===== src/rtl/nsr_pkg.sv =====
// Shared constants and register codes for the Newton square root block.
package nsr_pkg;

  localparam int VALUE_BITS_DEF = 64;
  localparam int FRAC_BITS_DEF  = 32;

  localparam int TOL_W      = 32;
  localparam int ITER_W     = 8;
  localparam int CFG_DATA_W = 32;
  localparam int CFG_IDX_W  = 1;

  localparam logic [TOL_W-1:0]  TOL_RESET        = 32'd1;
  localparam logic [ITER_W-1:0] ITER_LIMIT_RESET = 8'd100;

  localparam logic [CFG_IDX_W-1:0] CFG_TOLERANCE  = 1'd0;
  localparam logic [CFG_IDX_W-1:0] CFG_ITER_LIMIT = 1'd1;

endpackage


===== src/rtl/nsr_mul.sv =====
// Iterative squarer: one half-width multiplier over four partial products.
module nsr_mul #(
  parameter int VALUE_BITS = nsr_pkg::VALUE_BITS_DEF
) (
  input  logic                      clk_i,
  input  logic                      rst_ni,
  input  logic                      start_i,
  input  logic [VALUE_BITS-1:0]     opnd_i,
  output logic                      done_o,
  output logic [2*VALUE_BITS-1:0]   prod_o
);

  localparam int H  = (VALUE_BITS + 1) / 2;
  localparam int AW = 4 * H;

  logic [VALUE_BITS-1:0] a_q;
  logic [2*H-1:0]        pp_q;
  logic [1:0]            sh_q;
  logic                  pv_q;
  logic [AW-1:0]         acc_q;
  logic [2:0]            cnt_q;
  logic                  busy_q;
  logic                  done_q;

  logic [H-1:0]  xl;
  logic [H-1:0]  xh;
  logic [H-1:0]  opa;
  logic [H-1:0]  opb;
  logic [1:0]    sh;
  logic [AW-1:0] pp_sh;

  assign xl  = a_q[H-1:0];
  assign xh  = H'(a_q >> H);
  assign opa = cnt_q[1] ? xh : xl;
  assign opb = cnt_q[0] ? xh : xl;
  assign sh  = {1'b0, cnt_q[1]} + {1'b0, cnt_q[0]};

  always_comb begin
    case (sh_q)
      2'd0:    pp_sh = AW'(pp_q);
      2'd1:    pp_sh = AW'(pp_q) << H;
      2'd2:    pp_sh = AW'(pp_q) << (2 * H);
      default: pp_sh = '0;
    endcase
  end

  always_ff @(posedge clk_i or negedge rst_ni) begin
    if (!rst_ni) begin
      busy_q <= 1'b0;
      done_q <= 1'b0;
      cnt_q  <= '0;
      pv_q   <= 1'b0;
      a_q    <= '0;
      pp_q   <= '0;
      sh_q   <= '0;
      acc_q  <= '0;
    end else begin
      if (start_i) begin
        busy_q <= 1'b1;
        done_q <= 1'b0;
        cnt_q  <= '0;
        pv_q   <= 1'b0;
        acc_q  <= '0;
        a_q    <= opnd_i;
      end else if (busy_q) begin
        if (cnt_q < 3'd4) begin
          pp_q <= opa * opb;
          sh_q <= sh;
          pv_q <= 1'b1;
        end
        if (pv_q) begin
          acc_q <= acc_q + pp_sh;
        end
        cnt_q  <= cnt_q + 3'd1;
        done_q <= (cnt_q == 3'd4);
        if (cnt_q == 3'd4) begin
          busy_q <= 1'b0;
        end
      end else begin
        done_q <= 1'b0;
      end
    end
  end

  assign done_o = done_q;
  assign prod_o = acc_q[2*VALUE_BITS-1:0];

endmodule


===== config.mk =====
export PLATFORM = sky130hd
export DESIGN_NAME = nsr_mul
export DESIGN_NICKNAME = d
export VERILOG_FILES = /design/src/rtl/nsr_pkg.sv /design/src/rtl/nsr_mul.sv
export SDC_FILE = /design/constraint.sdc
export NUM_CORES = 2
export LEC_CHECK = 0
export BUFFER_PORTS_ARGS = -buffer_cell sky130_fd_sc_hd__buf_2
export CAP_MARGIN = 20
export CORE_MARGIN = 10
export CORE_UTILIZATION = 55
export CTS_BUF_LIST = sky130_fd_sc_hd__clkbuf_2 sky130_fd_sc_hd__clkbuf_4 sky130_fd_sc_hd__clkbuf_8
export DETAILED_ROUTE_END_ITERATION = 6
export PLACE_DENSITY = 0.82
export RECOVER_POWER = 100
export SYNTH_ARGS = -nofsm -noshare
export SYNTH_HDL_FRONTEND = slang
export SYNTH_SLANG_ARGS = --single-unit

===== constraint.sdc =====
create_clock -name clk_i -period 23.5 [get_ports clk_i]
set_clock_uncertainty 0.2 [all_clocks]
set_input_delay 3.525 -clock clk_i [delete_from_list [all_inputs] [get_ports clk_i]]
set_output_delay 3.525 -clock clk_i [all_outputs]
set_load 0.01 [all_outputs]

### Word-level counts from Yosys, hierarchy flattened

Index checks and enable logic that the tools add are counted.

* register bits after elaboration: 264
* latch bits: 0
* RAM bits: 0
* ROM bits: 0
* bits of input ports: 67
* logic and storage cells: 40
* memories: 0

* add/sub/neg operators: 3
* $mul: 1
* divide/modulo/power cells: 0
* $lt $le $gt $ge: 1
* eq/ne operators: 3
* shift-type cells: 0
* mux-type cells: 16
* bitwise operators: 1
* reductions and logical operators: 7

Operators by type and width (count)
* $mux W128: 3
* $pmux W128 S3: 1
* $add A128 B128 Y128: 1
* $mul A32 B32 Y64: 1
* $mux W32: 2
* $mux W1: 8
* $mux W3: 2
* $reduce_bool A2 Y1: 3
* $reduce_and A2 Y1: 2
* $add A3 B1 Y3 const B: 1
* $eq A3 B3 Y1 const B: 1
* $lt A3 B3 Y1 const B: 1
* $reduce_and A3 Y1: 1
* $add A1 B1 Y2: 1
* $eq A2 B1 Y1 const B: 1
* $eq A2 B2 Y1 const B: 1
* $logic_not A2 Y1: 1
* $not A1 Y1: 1

### Logic depth before layout (Yosys ltp)

* depth in word-level cells: 6
* depth in mapped cells: 36
* mapped depth without buffers: 31

### Worst setup path after synthesis

No wires, ideal clock.

* kind: register to register
* start: register cnt_q[0]
* end: register pp_q[50]
* setup time: 135 ps
* arrival: 8685 ps
* setup slack: 14480 ps
* stages on the path, launching flop included: 29
* period minus slack after synthesis: 9020 ps
* path through: dfrtp_1 clkbuf_1 buf_1 mux2i_1 clkbuf_1 nor2_1 fa_1 inv_1 fa_1 fa_1 fa_1 inv_1 fa_1 fa_1 fa_1 fa_1 ha_1 clkbuf_1 nand2_1 nor3_1 inv_1 o221a_2 o31ai_1 a21oi_1 o31ai_1 a21oi_1 o31ai_1 xnor2_1 o21ai_0

* longest elaborated chain between the ends: 2

RTL lines
* start: declaration: RTL line nsr_mul.sv:21 `logic [2:0] cnt_q;`
* start signal: assignment: RTL line nsr_mul.sv:74 `cnt_q <= cnt_q + 3'd1;`
* $mux W32 / $lt A3 B3 Y1 (equally long branches): RTL line nsr_mul.sv:35, nsr_mul.sv:66
* $mul A32 B32 Y64 / $reduce_and A3 Y1 (equally long branches)
* end signal: assignment: RTL line nsr_mul.sv:67 `pp_q <= opa * opb;`
* end: declaration: RTL line nsr_mul.sv:17 `logic [2*H-1:0] pp_q;`

Parallel ways exist; a longest one is shown, timed or not.
A chain may end at the register's enable or synchronous reset.

==> results.py <==
metrics = {
    "global_route": {
        "grtUsageTotal": 0.351,
        "grt_pass1_vias": 47800,
        "use_met2": 0.539,
        "grt_pass1_wl_microns": 288000,
        "antenna_found_initial": 5,
        "met3_usage": 0.102,
        "grt_max_degree": 87,
        "use_met1": 0.436,
        "grt-ovfl-total": 0,
        "busiest_layer": "met2",
    },
    "synthesis": {
        "syn-num-nets": 7473,
        "synth_area_sq_um": 52200,
        "ys_ff_latch": 264,
        "yosys_warnings": 0,
        "postSynthCellCount": 6117,
        "synth_edf_count": 0,
        "seq_area_frac_synth": 0.127,
        "synth_area_per_cell_sq_um": 8.53,
        "synth_cell_types": 76,
        "synthArstFlopShare": 1.00,
        "synth_flop_cell": "dfrtp_1",
    },
    "sta": {
        "worst_pin_slew_ns": 4.87,
        "worst_slack_ns": 9.93,
        "drv_slew": 839,
        "grt_setup_unrepaired": "false",
        "setup_viol": 0,
        "period_minus_slack_ns": 13.57,
        "fin_setup_tns_ns": 0,
        "timing.final.crit_share": 0.577,
        "hold_violations": 0,
        "fmax_mhz": 73.7,
        "worst_slew_margin_rel": -2.25,
    },
    "final_layout": {
        "fillers": 8172,
        "areaGrowthSynthToFinish_pct": 6.15,
        "drive_gt1_frac": 0.0668,
        "final_nets": 7485,
        "finalInstanceArea_sq_um": 55400,
    },
    "floorplanning": {
        "core_area_sq_um": 93700,
        "initial_core_util": 0.556,
        "row_count": 112,
        "io_pins": 196,
        "dieArea_sq_um": 108000,
        "die_y_microns": 328,
        "die_w_microns": 328,
    },
    "hold_path": {
        "hold_depth": 2,
        "hold_class": "reg2reg",
        "worst_hold_path.endpoint": "prod_o[22]",
        "worstHoldStart": "prod_o[22]",
    },
    "worst_setup_path": {
        "regToRegEndpoint": "pp_q[54]",
        "crit_fanout": 86,
        "reg2reg_setup_slack_ns": 10.66,
        "cp-end-kind": "async pin",
        "worstPathArrival_ns": 12.50,
        "required_ns": 22.44,
        "r2r_start": "cnt_q[1]",
        "critical_path_class": "in2async",
        "r2r_cells": 28,
        "crit_path_start_kind": "input port",
    },
    "route": {
        "drtPass1Iterations": 7,
        "ant_nets": 0,
        "dr.first_iter.drc_count": 4911,
        "wl_per_cell_microns": 25.6,
        "routed_wl_microns": 190000,
        "drc": 1,
        "avgViaCountPerCell": 6.20,
        "vias": 46000,
    },
    "placed_design": {
        "place_area_sq_um": 54400,
        "place_ws_ns": 13.38,
        "place.gp.congestion": 1.03,
        "hpwl_microns": 147000,
        "portBuffers": 195,
    },
    "clock_tree": {
        "postCtsSetupBuffers": 0,
        "clkTransAtPathRegs_ns": 0.07,
        "holdBufCountCts": 0,
        "h-tree-depth": 2,
        "cts-root-buf": "clkbuf_8",
        "clkLatencyLatePin_ns": 0.69,
        "cts_tree": "built",
        "clock_sinks": 264,
        "cts-resized-gates": 0,
        "numCtsBuffers": 48,
        "cts_buffer_depth": 3,
    },
    "outcome": {
        "failed_checks": "design-rule violations, max-capacitance violations, max-slew violations",
        "outcome": "finished with violations",
    },
    "job": {
        "cap_violations": 15,
    },
}
## routing by layer
metal | routed length [microns] | vias to the layer above
met5 | 16 | -
met4 | 14600 | 2
met3 | 25200 | 883
met2 | 82100 | 3262
met1 | 68400 | 22400
li1 | - | 19500
## final cells by class
class | count | area (sq um) | area share
Clock buffer | 75 | 963 | 0.0174
Sequential cell | 264 | 6610 | 0.119
Antenna cell | 6 | 15.0 | 0.000271
Multi-Input combinational cell | 4586 | 41000 | 0.741
Inverter | 944 | 3540 | 0.0640
Tap cell | 1254 | 1570 | 0.0283
Timing Repair Buffer | 285 | 1450 | 0.0262
Clock inverter | 14 | 213 | 0.00384
## cells in the final DEF, fill, tap and decap left out, types with 32 or more instances in the layout
master,Yosys,routed
nor3_1,43,43
and2_1,78,76
mux2_2,118,115
buf_2,3,64
o21bai_1,59,59
xnor2_1,116,116
mux2i_2,0,32
a21o_1,100,100
inv_1,944,944
a22o_1,38,38
nor2_1,768,768
clkbuf_8,0,64
o21ai_0,226,265
buf_4,0,77
fa_1,897,897
mux2i_1,99,59
nand3_1,33,33
nand4_1,82,82
dfrtp_1,264,262
xor2_1,56,56
nand2_1,825,823
ha_1,392,392
clkbuf_1,291,143
a21oi_1,311,311
## cell families after synthesis
family,Yosys count,share of synthesized area
and+or+nand+nor,1926,0.153
DFF,264,0.127
adders and majority gates,1289,0.438
buffers and inverters,1267,0.0913
xor gates and xnor gates,172,0.0289
muxes,225,0.0462
AOI/OAI and AO/OA,974,0.115
## worst max-delay path: stages
cell,delay (ns)
clkbuf_1,3.36
clkbuf_1,2.34
clkbuf_1,3.14
## flip-flops by register name, indices dropped and copies added, names as in the netlist
register,flops
a_q,64
prod_o,128
pv_q,1
pp_q,64
cnt_q,3
busy_q,1
done_o,1
sh_q,2
## cells in the mapped netlist, drive strengths merged, types with 32 or more instances
cell type    n  share of area
nor2       768          0.055
a22o        38         0.0064
nand2      825          0.059
xor2        56         0.0094
fa         897           0.34
xnor2      116          0.019
nand3       33         0.0032
clkbuf     291          0.021
inv        944          0.068
nand4       82         0.0098
o21ai      286          0.028
buf         32         0.0024
nor3        43         0.0041
mux2       126          0.027
a21oi      311          0.030
a21o       100          0.014
dfrtp      264           0.13
and2        78         0.0094
ha         392          0.094
mux2i       99          0.019
o21bai      59         0.0085
## through the flow
| step | util | hold slack, ns | std cells |
|---|---|---|---|
| 2_1_floorplan | - | 0.268 | 6117 |
| 3_3_place_gp | 0.580 | 0.294 | 7330 |
| 3_5_place_dp | 0.580 | 0.305 | 7332 |
| 4_1_cts | 0.593 | 0.317 | 7421 |
| 5_1_grt | 0.590 | 0.344 | 7423 |
| 6_report | 0.591 | 0.313 | 7428 |
## worst max-delay path by stage
stage          slack [ns]  startpoint  cells past startpoint        to
2_1_floorplan       14.48    cnt_q[0]                     28  pp_q[50]
3_3_place_gp        13.60    cnt_q[1]                     26  pp_q[50]
3_5_place_dp        13.38    cnt_q[1]                     26  pp_q[50]
4_1_cts             13.35    cnt_q[1]                     26  pp_q[50]
5_1_grt              8.06      rst_ni                      3  cnt_q[0]
6_report             9.93      rst_ni                      3  cnt_q[0]
Power is left out: the tool's default activity adds up to more than one toggle a clock period on the data nets, which glitch-free logic cannot reach.
