`src/rtl/nsr_pkg.sv`:
```
// Shared constants and register codes for the Newton square root block.
package nsr_pkg;

  localparam int VALUE_BITS_DEF = 64;
  localparam int FRAC_BITS_DEF  = 32;

  localparam int TOL_W      = 32;
  localparam int ITER_W     = 8;
  localparam int CFG_DATA_W = 32;
  localparam int CFG_IDX_W  = 1;

  localparam logic [TOL_W-1:0]  TOL_RESET        = 32'd1;
  localparam logic [ITER_W-1:0] ITER_LIMIT_RESET = 8'd100;

  localparam logic [CFG_IDX_W-1:0] CFG_TOLERANCE  = 1'd0;
  localparam logic [CFG_IDX_W-1:0] CFG_ITER_LIMIT = 1'd1;

endpackage

```
`src/rtl/nsr_div.sv`:
```
// Radix-2 restoring divider with quotient saturation.
module nsr_div #(
  parameter int VALUE_BITS = nsr_pkg::VALUE_BITS_DEF
) (
  input  logic                      clk_i,
  input  logic                      rst_ni,
  input  logic                      start_i,
  input  logic [2*VALUE_BITS-2:0]   num_i,
  input  logic [VALUE_BITS-1:0]     den_i,
  output logic                      done_o,
  output logic [VALUE_BITS-1:0]     quo_o
);

  localparam int NW = 2 * VALUE_BITS - 1;
  localparam int CW = $clog2(VALUE_BITS);

  logic [VALUE_BITS-1:0] den_q;
  logic [VALUE_BITS-1:0] rem_q;
  logic [VALUE_BITS-1:0] quo_q;
  logic [CW-1:0]         cnt_q;
  logic                  busy_q;
  logic                  done_q;

  logic [VALUE_BITS-1:0] num_hi;
  logic                  ovf;
  logic [VALUE_BITS:0]   rem_sh;
  logic [VALUE_BITS:0]   rem_sub;
  logic                  ge;

  assign num_hi  = VALUE_BITS'(num_i[NW-1:VALUE_BITS]);
  assign ovf     = num_hi >= den_i;
  assign rem_sh  = {rem_q, quo_q[VALUE_BITS-1]};
  assign ge      = rem_sh >= {1'b0, den_q};
  assign rem_sub = rem_sh - {1'b0, den_q};

  always_ff @(posedge clk_i or negedge rst_ni) begin
    if (!rst_ni) begin
      busy_q <= 1'b0;
      done_q <= 1'b0;
      cnt_q  <= '0;
      den_q  <= '0;
      rem_q  <= '0;
      quo_q  <= '0;
    end else begin
      if (start_i) begin
        den_q  <= den_i;
        rem_q  <= num_hi;
        cnt_q  <= '0;
        done_q <= ovf;
        if (ovf) begin
          quo_q  <= '1;
          busy_q <= 1'b0;
        end else begin
          quo_q  <= num_i[VALUE_BITS-1:0];
          busy_q <= 1'b1;
        end
      end else if (busy_q) begin
        rem_q  <= ge ? rem_sub[VALUE_BITS-1:0] : rem_sh[VALUE_BITS-1:0];
        quo_q  <= {quo_q[VALUE_BITS-2:0], ge};
        cnt_q  <= cnt_q + CW'(1);
        done_q <= (cnt_q == CW'(VALUE_BITS - 1));
        if (cnt_q == CW'(VALUE_BITS - 1)) begin
          busy_q <= 1'b0;
        end
      end else begin
        done_q <= 1'b0;
      end
    end
  end

  assign done_o = done_q;
  assign quo_o  = quo_q;

endmodule

```
`config.mk`:
```
export PLATFORM = sky130hd
export DESIGN_NAME = nsr_div
export DESIGN_NICKNAME = d
export VERILOG_FILES = /design/src/rtl/nsr_pkg.sv /design/src/rtl/nsr_div.sv
export SDC_FILE = /design/constraint.sdc
export NUM_CORES = 1
export LEC_CHECK = 0
export ABC_AREA = 1
export ABC_CLOCK_PERIOD_IN_PS = 2380
export BUFFER_PORTS_ARGS = -buffer_cell sky130_fd_sc_hd__buf_2
export CAP_MARGIN = 20
export CORE_ASPECT_RATIO = 0.6
export CORE_MARGIN = 1
export CORE_UTILIZATION = 36
export CTS_CLUSTER_SIZE = 30
export DETAILED_ROUTE_END_ITERATION = 6
export HOLD_SLACK_MARGIN = 0.06
export SYNTH_ARGS = -nofsm -noshare
export SYNTH_HDL_FRONTEND = slang
export SYNTH_SLANG_ARGS = --single-unit
```
`constraint.sdc`:
```
create_clock -name clk_i -period 2.38 [get_ports clk_i]
set_input_delay 0.238 -clock clk_i [delete_from_list [all_inputs] [get_ports clk_i]]
set_output_delay 0.238 -clock clk_i [all_outputs]
set_load 0.03 [all_outputs]
```
Yosys cells after proc, flatten, opt, wreduce, memory -nomap -nowiden
Cells that the tools add are included.

Add/sub/neg operators: 2. $lt $le $gt $ge: 2. Equality and inequality tests: 1. Muxes and demuxes: 14. Reduce and logical (&&, ||, !) cells: 1.

Operator list (number): two-way mux 64 bit (6); greater-or-equal comparator 65 x 64 -> 1 bit (1); greater-or-equal comparator 63 x 64 -> 1 bit (1); subtractor 64 bit (1); two-way mux 6 bit (2); adder 6 x 1 -> 6 bit (second input constant) (1); == test 6 bit (second input constant) (1); two-way mux 1 bit (6); nonzero test 2 bit (1).

Register bits after elaboration: 200. Input bits: 194. Output and inout port bits: 65. Logic and storage cells: 26.

Longest topological paths before layout
Depth after elaboration: 4. Gate-level depth with buffers: 19. Mapped depth without buffers: 18.

Least setup slack after synthesis
OpenSTA, ideal clock, no wires.

Path kind: reg2reg. From: register quo_q[63] (netlist: quo_o[63]). To: register rem_q[52]. Setup time: 0.121 ns. Data arrival time: 2.132 ns. Data required time: 2.259 ns. Setup slack: 0.126 ns. Cell stages (with the launch flop): 19. Buffers on the path: 0. Period minus slack after synthesis: 2.254 ns. Path through: dfrtp_1 > inv_1 > ha_1 > inv_1 > fa_1 > inv_1 > nor2_1 > o21ai_0 > nand2_1 > nand2_1 > nand2_1 > nand2_1 > nand2_1 > nand2_1 > nand2_1 > nand2_1 > nand3_1 > nand2_1 > nand2_1.

Longest elaborated chain between the ends: 4. Elaborated cells between the ends (all ways): 5. Those cells by class: add/sub: 1; order compare: 1; mux: 3.

Ends and longest elaborated chain: start, declared (line nsr_div.sv:19) `logic [VALUE_BITS-1:0] quo_q;`; start signal, assigned (line nsr_div.sv:54) `quo_q <= num_i[VALUE_BITS-1:0];`; start signal, assigned (line nsr_div.sv:59) `quo_q <= {quo_q[VALUE_BITS-2:0], ge};`; subtractor 64 bit or greater-or-equal comparator 65 x 64 -> 1 bit (tied branches) (line nsr_div.sv:34, nsr_div.sv:33); two-way mux 64 bit (*) (line nsr_div.sv:58) `rem_q <= ge ? rem_sub[VALUE_BITS-1:0] : rem_sh[VALUE_BITS-1:0];`; two-way mux 64 bit (*) (line nsr_div.sv:57) `end else if (busy_q) begin`; two-way mux 64 bit (*) (line nsr_div.sv:45) `if (start_i) begin`; end signal, assigned (line nsr_div.sv:47) `rem_q <= num_hi;`; end signal, assigned (line nsr_div.sv:58); end, declared (line nsr_div.sv:18) `logic [VALUE_BITS-1:0] rem_q;`.

Mark *: on every way between the ends. The rest lies on a longest branch, timed or not. The select of a mux whose other input is x is not followed. A chain may end at the register's enable or synchronous reset.

Worst setup path in the final report
From: register rem_q[51]. To: register rem_q[36].

Longest elaborated chain between the ends: 4.

Ends and longest elaborated chain: greater-or-equal comparator 65 x 64 -> 1 bit (line nsr_div.sv:33) `assign ge = rem_sh >= {1'b0, den_q};`; two-way mux 64 bit (line nsr_div.sv:58); two-way mux 64 bit (line nsr_div.sv:57); two-way mux 64 bit (line nsr_div.sv:45).

No other way between the ends. The select of a mux whose other input is x is not followed.

==> run_results.csv <==
group,metric,value,unit
critical_path,critical_path_arrival,2890,ps
placed_design,hpwl,52690,um
synthesis,synth_cells,2549,
outcome,run_status,"finished with violations",
route,finalWirelength,69870,um
grt,number_of_global_route_vias_before_repair,19420,
placed_design,placement.setup.worst_slack,-350.2,ps
grt,grt_use_met2,43.96,%
synthesis,synth_top_area_share,30.78,%
critical_path,cp_data_required_time,2790,ps
floorplan,ios,259,
synthesis,cell_type_contributing_the_most_total_cell_area_after_synthesis,"dfrtp_1",
layout,flow.area_growth_from_synthesis,62.02,%
clocking,cts-htree-levels,4,
clocking,tritoncts,"done",
grt,number_of_antenna_violations_at_the_first_check_in_global_routing,1,
sta,final-setup-viol-count,50,
synthesis,synth.ff_latch_count,200,
synthesis,syn_avg_cell_area,6.379,sq um
sta,clock_skew,21.63,ps
route,vias_per_cell,4.932,
route,postRouteAntennaNets,0,
grt,grt.total_usage,29.65,%
grt,grt_overflow,0,
route,drc_violation_count_after_routing,0,
floorplan,dieWidth,276.4,um
clocking,clk_latency,480,ps
critical_path,critPathLaunchType,"flop",
critical_path,worstSetupPathType,"flop to flop",
critical_path,worst_reg2reg_path_depth,15,
grt,maximum_number_of_pins_on_one_net_before_global_route_repair,80,
placed_design,portBuffers,258,
route,wl_per_cell,17.49,um
sta,period_minus_slack,2474,ps
route,drtIter0Drc,1665,
synthesis,yosys_most_used_dff,"dfrtp_1",
synthesis,yosys_warnings,0,
synthesis,synth_enable_flop_cells,0,
synthesis,yosys.cell_count.top_type,"nand2_1",
synthesis,netlist_area,0.01626,sq mm
critical_path,crit-reg2reg-launch,"rem_q[51]$_DFFE_PN0P_",
grt,first_pass_grt_wire_length,107200,um
route,detailedRoute.firstPassIterationCount,6,
sta,setup_ws,-93.59,ps
layout,antenna_cells,0,
layout,drive_above_1_share,36.67,%
sta,worst_hold_slack,74.12,ps
synthesis,ys_async_sr_fraction,100.0,%
clocking,total_clock_buffers_created_by_cts,17,
outcome,failed_checks,"negative setup slack",
critical_path,worstPathMaxFanout,6,
clocking,cts.path.max_buffers,2,
power,static-leakage-power,13.76,nW
floorplan,row_count,59,
floorplan,total_die_area,0.04605,sq mm
critical_path,r2r_setup_slack,-90,ps
floorplan,chipHeight,166.6,um
sta,rsz0062_at_grt,"true",
placed_design,routabilityCongestion,0.9873,
clocking,cts.sinks,200,
layout,finalCoreUtilization,59.98,%
sta,timing.final.crit_share,103.9,%
route,vias,19710,
clocking,clk_transition_reported_paths,90,ps
sta,final_max_slew_viol_count,0,
sta,report.final.hold_viol_count,0,
critical_path,endpoint_kind,"flop",
critical_path,crit-reg2reg-capture,"rem_q[36]$_DFFE_PN0P_",
floorplan,core-area,0.04392,sq mm
synthesis,ys_seq_area_share,30.78,%
power,worst_ir_drop_vdd,0.0005455,V
layout,total_number_of_nets_in_the_final_design,3727,
clocking,ctsRootBufferMaster,"clkbuf_16",
critical_path,setup.worst_path.end,"rem_q[36]$_DFFE_PN0P_",
synthesis,synthesis.nets,2872,
sta,finalSetupTns,-2131,ps
synthesis,number_of_unique_standard_cell_types_used_by_synthesis,40,
grt,met3_usage,4.447,%
grt,grtUsageMet1,45.13,%
sta,achievable_clock_frequency,404.3,MHz
synthesis,synthTopCellsByArea,"dfrtp_1 31%, nand2_1 20%, ha_1 9.8%",
power,pwr_density_cell,1035,mW/mm^2
floorplan,initial_standard_cell_utilization_of_the_core,37.02,%
sta,worst_relative_slew_slack,53.01,%
synthesis,ys_top_cells_by_count,"848 x nand2_1, 417 x inv_1, 257 x nor2_1",
flow_run,maxCapViolations,0,
critical_path,worst_setup_path_startpoint,"rem_q[51]$_DFFE_PN0P_",
grt,busiest_layer,"met1",
min_path,hold_path.class,"input pin to flop",
sta,worstMarginPinSlew,704.9,ps
-- sequential cells by signal, summed over array words and instances (netlist names) --
name    count
quo_o      64
den_q      64
busy_q      1
cnt_q       6
done_o      1
rem_q      64
-- timing repair --
item	in CTS	in global routing
hold endpoints to repair	184	0
pin swaps	43	88
gates cloned	1	3
endpoints found under the setup margin	65	128
setup buffers	27	21
hold buffers	129	0
resized for setup	265	329
-- layer usage --
layer | vias to the layer above | wire length, um
li1 | 9733 | -
met1 | 9323 | 35480
met2 | 581 | 29470
met3 | 69 | 3842
met4 | 2 | 1071
met5 | - | 9
-- area by class of cell --
class	instances	area [sq um]
multi-input cells	1853	11510
clock buffers	17	425.4
flip-flops and latches	200	5005
well taps	579	724.4
inverters	423	1602
clock inverters	15	221.5
repair buffers	909	6854
fillers	4026	17580
-- worst min path at each step --
stage,start,end,depth (start not counted)
floorplan,rst_ni,busy_q$_DFF_PN0_,0
global placement,rst_ni,den_q[34]$_DFFE_PN0P_,1
detailed placement,rst_ni,den_q[34]$_DFFE_PN0P_,1
CTS,den_i[25],den_q[25]$_DFFE_PN0P_,4
global route,num_i[63],quo_o[63]$_DFFE_PN0P_,3
finish,den_i[38],den_q[38]$_DFFE_PN0P_,4
-- metrics by stage --
stage	instances	instance area, sq um	power [mW]
final	3996	26350	27.27
after global placement	3785	21650	19.37
after CTS	3973	25020	25.09
after global routing	3996	26350	28.98
after detailed placement	3785	21650	19.46
after floorplan	2549	16260	11.89
-- worst max-delay path, cell delays in order (launching register included) --
cell,delay [ps]
dfrtp_1,420
ha_4,290
buf_6,130
nand2_8,70
nor2_4,180
inv_2,70
nor2_4,140
nand2_4,80
nor3_4,210
nand2_4,110
nand2_8,120
buf_12,130
buf_12,130
buf_6,100
nand4_1,120
nand3_1,130
-- cell usage in the layout (no fill, tap or decap), drive strengths merged, types with 2 or more instances in the layout --
master / netlist / final
nand3: 127 / 127
a21oi: 111 / 111
nor4: 2 / 2
dlygate4sd3: 0 / 129
o21bai: 10 / 10
clkbuf: 55 / 21
inv: 423 / 432
and2: 2 / 2
nand3b: 13 / 13
nand2: 853 / 853
xor2: 29 / 29
dfrtp: 200 / 200
nor3: 23 / 23
o21a: 3 / 3
buf: 18 / 776
nor2: 270 / 270
a21o: 2 / 2
nand4: 19 / 19
clkinv: 0 / 5
xnor2: 5 / 5
ha: 128 / 128
a22oi: 63 / 63
o21ai: 188 / 188
-- logic make-up (layout without fill, tap and decap cells) --
group | Yosys count | after routing | share of synthesized area (%)
AO/OA/AOI/OAI | 380 | 380 | 12.99
AND/OR/NAND/NOR | 1310 | 1310 | 32.64
flip-flops | 200 | 200 | 30.78
adder cells (fa/ha/maj) | 129 | 129 | 9.972
buffers and inverters | 496 | 1364 | 11.79
XOR/XNOR | 34 | 34 | 1.831
-- report_power, final --
| part | switching, mW | leakage (nW) | total, mW | internal (mW) |
|---|---|---|---|---|
| sequential | 0.693 | 2.39 | 4.83 | 4.14 |
| clock | 1.81 | 0.310 | 3.31 | 1.49 |
| combinational | 10.5 | 11.1 | 19.1 | 8.66 |
| total | 13.0 | 13.8 | 27.3 | 14.3 |
No activity file was read; power rests on OpenSTA's default activity.
